**src/hdl/att_pkg.sv**
```systemverilog
package att_pkg;

  // table geometry, the fifo depth is a power of two so slot arithmetic wraps
  localparam int PEERS            = 16;
  localparam int MODULES          = 8;
  localparam int POINTS_PER_ENTRY = 8;
  localparam int TIME_BITS        = 48;
  localparam int ENTRIES          = PEERS * MODULES;
  localparam int EW               = $clog2(ENTRIES);
  localparam int PW               = $clog2(POINTS_PER_ENTRY);
  localparam int CW               = $clog2(POINTS_PER_ENTRY + 1);
  localparam int MW               = $clog2(MODULES);

  // request codes
  typedef enum logic [1:0] {
    REQ_ADD    = 2'd0,
    REQ_TICK   = 2'd1,
    REQ_QUERY  = 2'd2,
    REQ_REMOVE = 2'd3
  } req_t;

  // configuration register indexes
  localparam logic [2:0] CFG_DEFAULT   = 3'd0;
  localparam logic [2:0] CFG_MAX       = 3'd1;
  localparam logic [2:0] CFG_WINDOW    = 3'd2;
  localparam logic [2:0] CFG_THRESHOLD = 3'd3;
  localparam logic [2:0] CFG_RAISE     = 3'd4;
  localparam logic [2:0] CFG_LOWER     = 3'd5;

  localparam logic [15:0] RST_DEFAULT   = 16'd10000;
  localparam logic [15:0] RST_MAX       = 16'd30000;
  localparam logic [15:0] RST_WINDOW    = 16'd5000;
  localparam logic [7:0]  RST_THRESHOLD = 8'd10;
  localparam logic [15:0] RST_RAISE     = 16'd5000;
  localparam logic [15:0] RST_LOWER     = 16'd500;

  // controller states
  typedef enum logic [3:0] {
    ST_IDLE,
    ST_LOOKUP,
    ST_ADD,
    ST_QUERY,
    ST_REMOVE,
    ST_TICK_ENTRY,
    ST_TICK_CHECK,
    ST_TICK_READ,
    ST_TICK_POP,
    ST_TICK_ADAPT,
    ST_OUT
  } state_t;

  // commands from the controller to the datapath
  typedef struct packed {
    logic load_req;    // latch the accepted word
    logic rd_entry;    // read the addressed entry record
    logic do_add;      // perform the add on the looked-up entry
    logic rm_clear;    // clear entry at the remove cursor
    logic rm_next;     // advance the remove cursor
    logic tk_start;    // reset the tick walk
    logic tk_fetch;    // read the record of the walked entry
    logic tk_read;     // issue point memory read at the entry head
    logic tk_pop;      // consume the point just read
    logic tk_adapt;    // update timeout of the walked entry
    logic tk_next;     // advance to the next entry
    logic out_load;    // capture the result word
  } cmd_t;

  // status from the datapath to the controller
  typedef struct packed {
    logic [1:0] req;
    logic rm_last;
    logic tk_present;  // walked entry is present
    logic tk_has_pt;   // walked entry has points left
    logic tk_older;    // point just read is earlier than now
    logic tk_last;     // walked entry is the last one
  } stat_t;

endpackage

```
**src/hdl/att_ctrl.sv**
```systemverilog
module att_ctrl (
  input  logic              clk,
  input  logic              rst,
  input  logic              in_fire,
  input  logic              out_busy,
  input  att_pkg::stat_t    stat,
  output att_pkg::cmd_t     cmd,
  output logic              idle
);

  att_pkg::state_t state, state_next;

  // state register
  always_ff @(posedge clk) begin
    if (rst) state <= att_pkg::ST_IDLE;
    else     state <= state_next;
  end

  // next state and commands
  always_comb begin
    state_next = state;
    cmd = '0;
    idle = 1'b0;
    unique case (state)
      att_pkg::ST_IDLE: begin
        idle = !out_busy;
        if (in_fire) begin
          cmd.load_req = 1'b1;
          state_next = att_pkg::ST_LOOKUP;
        end
      end
      att_pkg::ST_LOOKUP: begin
        case (stat.req)
          att_pkg::REQ_ADD: begin
            cmd.rd_entry = 1'b1;
            state_next = att_pkg::ST_ADD;
          end
          att_pkg::REQ_TICK: begin
            cmd.tk_start = 1'b1;
            state_next = att_pkg::ST_TICK_ENTRY;
          end
          att_pkg::REQ_REMOVE: state_next = att_pkg::ST_REMOVE;
          default: begin
            cmd.rd_entry = 1'b1;
            state_next = att_pkg::ST_QUERY;
          end
        endcase
      end
      att_pkg::ST_ADD: begin
        cmd.do_add = 1'b1;
        cmd.out_load = 1'b1;
        state_next = att_pkg::ST_OUT;
      end
      att_pkg::ST_QUERY: begin
        cmd.out_load = 1'b1;
        state_next = att_pkg::ST_OUT;
      end
      att_pkg::ST_REMOVE: begin
        cmd.rm_clear = 1'b1;
        cmd.rm_next = 1'b1;
        if (stat.rm_last) begin
          cmd.out_load = 1'b1;
          state_next = att_pkg::ST_OUT;
        end
      end
      att_pkg::ST_TICK_ENTRY: begin
        if (!stat.tk_present) begin
          cmd.tk_next = 1'b1;
          if (stat.tk_last) begin
            cmd.out_load = 1'b1;
            state_next = att_pkg::ST_OUT;
          end
        end else begin
          cmd.tk_fetch = 1'b1;
          state_next = att_pkg::ST_TICK_CHECK;
        end
      end
      att_pkg::ST_TICK_CHECK: begin
        if (stat.tk_has_pt) begin
          cmd.tk_read = 1'b1;
          state_next = att_pkg::ST_TICK_READ;
        end else begin
          state_next = att_pkg::ST_TICK_ADAPT;
        end
      end
      att_pkg::ST_TICK_READ: state_next = att_pkg::ST_TICK_POP;
      att_pkg::ST_TICK_POP: begin
        if (stat.tk_older) begin
          cmd.tk_pop = 1'b1;
          state_next = att_pkg::ST_TICK_CHECK;
        end else begin
          state_next = att_pkg::ST_TICK_ADAPT;
        end
      end
      att_pkg::ST_TICK_ADAPT: begin
        cmd.tk_adapt = 1'b1;
        cmd.tk_next = 1'b1;
        if (stat.tk_last) begin
          cmd.out_load = 1'b1;
          state_next = att_pkg::ST_OUT;
        end else begin
          state_next = att_pkg::ST_TICK_ENTRY;
        end
      end
      att_pkg::ST_OUT: begin
        if (!out_busy) state_next = att_pkg::ST_IDLE;
      end
      default: state_next = att_pkg::ST_IDLE;
    endcase
  end

  // a word is taken only from idle
  a_load_idle: assert property (@(posedge clk) disable iff (rst)
    cmd.load_req |-> state == att_pkg::ST_IDLE)
    else $error("request latched outside idle");
  // a result is captured only when the output stage is free
  a_out_free: assert property (@(posedge clk) disable iff (rst)
    cmd.out_load |-> !out_busy)
    else $error("result captured over a pending one");
  // a pop always follows a memory read
  a_pop_read: assert property (@(posedge clk) disable iff (rst)
    cmd.tk_pop |-> $past(cmd.tk_read, 2))
    else $error("pop without read");

endmodule

```
**config.mk**
```make
export PLATFORM = sky130hd
export DESIGN_NAME = att_ctrl
export DESIGN_NICKNAME = d
export VERILOG_FILES = /design/src/hdl/att_pkg.sv /design/src/hdl/att_ctrl.sv
export SDC_FILE = /design/constraint.sdc
export NUM_CORES = 1
export LEC_CHECK = 0
export ABC_AREA = 1
export BUFFER_PORTS_ARGS = -buffer_cell sky130_fd_sc_hd__buf_2
export CAP_MARGIN = 10
export CORE_AREA = 10 10 47 49
export CTS_CLUSTER_SIZE = 14
export DETAILED_ROUTE_END_ITERATION = 10
export DIE_AREA = 0 0 57 59
export PLACE_DENSITY = 0.7
export SYNTH_ARGS = -nofsm -noshare
export SYNTH_HDL_FRONTEND = slang
export SYNTH_SLANG_ARGS = --single-unit
```
**constraint.sdc**
```tcl
create_clock -name clk -period 1.2 [get_ports clk]
set_input_delay 0.24 -clock clk [delete_from_list [all_inputs] [get_ports clk]]
set_output_delay 0.24 -clock clk [all_outputs]
set_load 0.05 [all_outputs]
```
==> run summary <==
Master of the slowest instance on the critical path - dfxtp_4
Antenna violations before repair - 0
Crit path launch type - register
Relative slew slack - 82.8%
Cell area after placement - 952 sq um
Placer congestion estimate - 0.830
Critical-path maximum fanout - 6
Critical path capture point type - output pin
Post-layout net count - 167
Largest Register - state
Leading cell type in the layout, fill and taps excluded - buf_4
Layer with the highest usage after global routing - met2
Max-cap viol count - 0
Tightest hold margin - 0.192 ns
Unrepaired setup endpoints after global routing - yes
Gate Count Post-Synth - 97
Data required time at the worst endpoint - 0.96 ns
Count of pins on the block boundary - 24
Remaining Overflow, GRT - 0
Post-route clock skew - 0.00589 ns
Core region area - 0.00140 sq mm
Peak supply drop - 1.60 mV
Met2 track utilization from global routing - 24.7%
Met1 Use GR - 13.7%
Area of all placed cells without fillers - 0.00121 sq mm
Placed wire-length estimate - 1660 um
Number of distinct library cells after synthesis - 17
Flip-flop and latch count after synthesis - 4
CTS tree - done
Design Power - 2.60 mW
Post-synthesis instance area - 539 sq um
Commonest cells after routing, fill and taps aside - 23 x buf_4, 18 x nand2_1, 15 x inv_1
Worst-path cell chain - inv_2 > nor2_4 > nand3_2 > nand2_4 > a21boi_4 > o21ai_4 > buf_6
Chip width - 57 um
Fraction of final layout cells sized beyond drive strength 1 - 60.7%
Remaining DRCs - 0
Leakage power total - 0.646 nW
Clock slew seen by the registers of the worst setup and hold paths - 0.04 ns
Via-per-instance ratio - 4.96
Fin. max-slew vios - 0
Wire length per cell - 14.5 um
GR Util All Layers - 13.6%
Detailed Routing Iterations Pass 1 - 4
Number of I/O port buffers - 23
Number of nets in the synthesized netlist - 112
Number of buffers and inverters on the critical path - 2
Number of buffers created by CTS - 3
Via total after detailed routing - 823
Number of placed instances, taps included - 154
Met3 GRT Util - 4.51%
Mapped Avg Cell Area - 5.56 sq um
Setup ws final - -0.403 ns
Later-pin clock latency in the skew report - 0.25 ns
Hold buffers post-CTS - 0
Flip-flop count of the largest register, all copies and words added - 4
Total Routed Length - 2410 um
Number of warnings reported in the yosys synthesis log - 0
Data arrival, critical path - 1.36 ns
Final setup viols - 17
Top Registers - state: 4 flops
Wire length of the first global-routing pass - 3700 um
Floorplan die area - 0.00336 sq mm
Initial core utilization - 38.5%
Slew @ Worst Pin - 0.257 ns
Worst Hold Class - primary input to register
Crit-path max cell delay - 0.37 ns
Final critical delay including setup and external delays - 1.60 ns
Top Family by Delay on Critical Path - simple AND/OR/NAND/NOR gates
Post-route insts no fill - 166
Violations in the final reports - negative setup slack
Std-Cell Rows - 14
Number of nets still failing antenna checks after routing - 0
Relative area change from synthesis to final layout - 125%
Endpoints failing hold - 0
CTS H-tree lvls - 1
Period utilisation layout - 134%
Sequential area share after synthesis - 14.8%
Maximum number of pins on one net before global-route repair - 7
Vertical die dimension - 59 um
Clock Path Buffers - 2
Vias in the first global route - 827
Violation count after the first detailed-routing iteration - 11
Number of sinks on the clock net - 4
Highest clock frequency the design can meet - 624 MHz
Diodes inserted - 0
CTS Root Cell - clkbuf_4
Run status - finished, violations left
Crit path kind - register to output pin
PwrDens - 2150 mW/mm^2
## synthesized netlist by cell type (all sizes together)
master,count,area share (%)
nand2,24,18
inv,22,15
nor2,19,18
nand3,11,10
dfxtp,4,15
ha,4,9.3
a21oi,3,2.8
o21ai,3,2.8
nor3,2,1.9
a21boi,1,1.4
buf,1,1.4
nand3b,1,1.4
nand4,1,1.2
nor4,1,1.2
## where the power goes
part           internal (mW)  switching (mW)  leakage (nW)  total [mW]
clock network          0.113          0.0699        0.0138       0.183
registers              0.199          0.0983        0.0353       0.297
logic                  0.891            1.23         0.597        2.12
## worst reg2reg max path, cell delays in order (launching register included)
cell and delay, ns:
dfxtp_4 0.37, inv_2 0.05, nor2_4 0.21, nand2_4 0.10, buf_4 0.15, nor2_1 0.21
nor2_1 0.08, nand2_1 0.06, nand2_1 0.07, a21oi_2 0.14
## final timing paths
check	depth (start not counted)	end	from	slack [ns]
worst min-delay path	2	state[0]	rst	0.19
worst max register to register	9	state[0]	state[0]	-0.31
worst min register to register	4	state[3]	state[2]	0.76
worst max-delay path	7	cmd[0]	state[0]	-0.40
## cell type report
cell class | count | area [sq um]
Clock buffer | 3 | 22.5
Multi-Input combinational cell | 70 | 541
Sequential cell | 4 | 92.6
Inverter | 22 | 96.3
Tap cell | 16 | 20.0
Timing Repair Buffer | 51 | 442
Fill cell | 78 | 188
## cell families (layout without fill, tap and decap cells)
family	after synthesis	count (layout)	share of synthesized area (%)
buffers and inverters	23	76	16.7
AOI/OAI and AO/OA	7	7	6.96
adders and majority gates	4	4	9.28
DFF	4	4	14.8
and+or+nand+nor	59	59	52.2
## routing by layer
layer	vias up	part of all wire, %
li1	405	-
met1	371	36
met2	39	51
met3	8	9.9
met4	0	3.2
met5	-	0
## stage by stage
step                      utilization, %  setup slack, ns  TNS, ns
after global routing                86.6           -0.447    -6.23
after floorplan                        -           -0.221    -1.32
after global placement              67.9           -0.214    -2.23
after CTS                           80.5           -0.394    -5.34
final                               86.6           -0.403    -5.18
after detailed placement            67.9           -0.263    -2.67
## what timing repair did
action                                  4_1_cts  5_1_grt
buffers inserted                              7        5
endpoints found under the setup margin       17       17
pin swaps                                    11        7
cloned                                        0        0
gates resized for setup                      33       18
No activity file was read; power rests on OpenSTA's default activity.
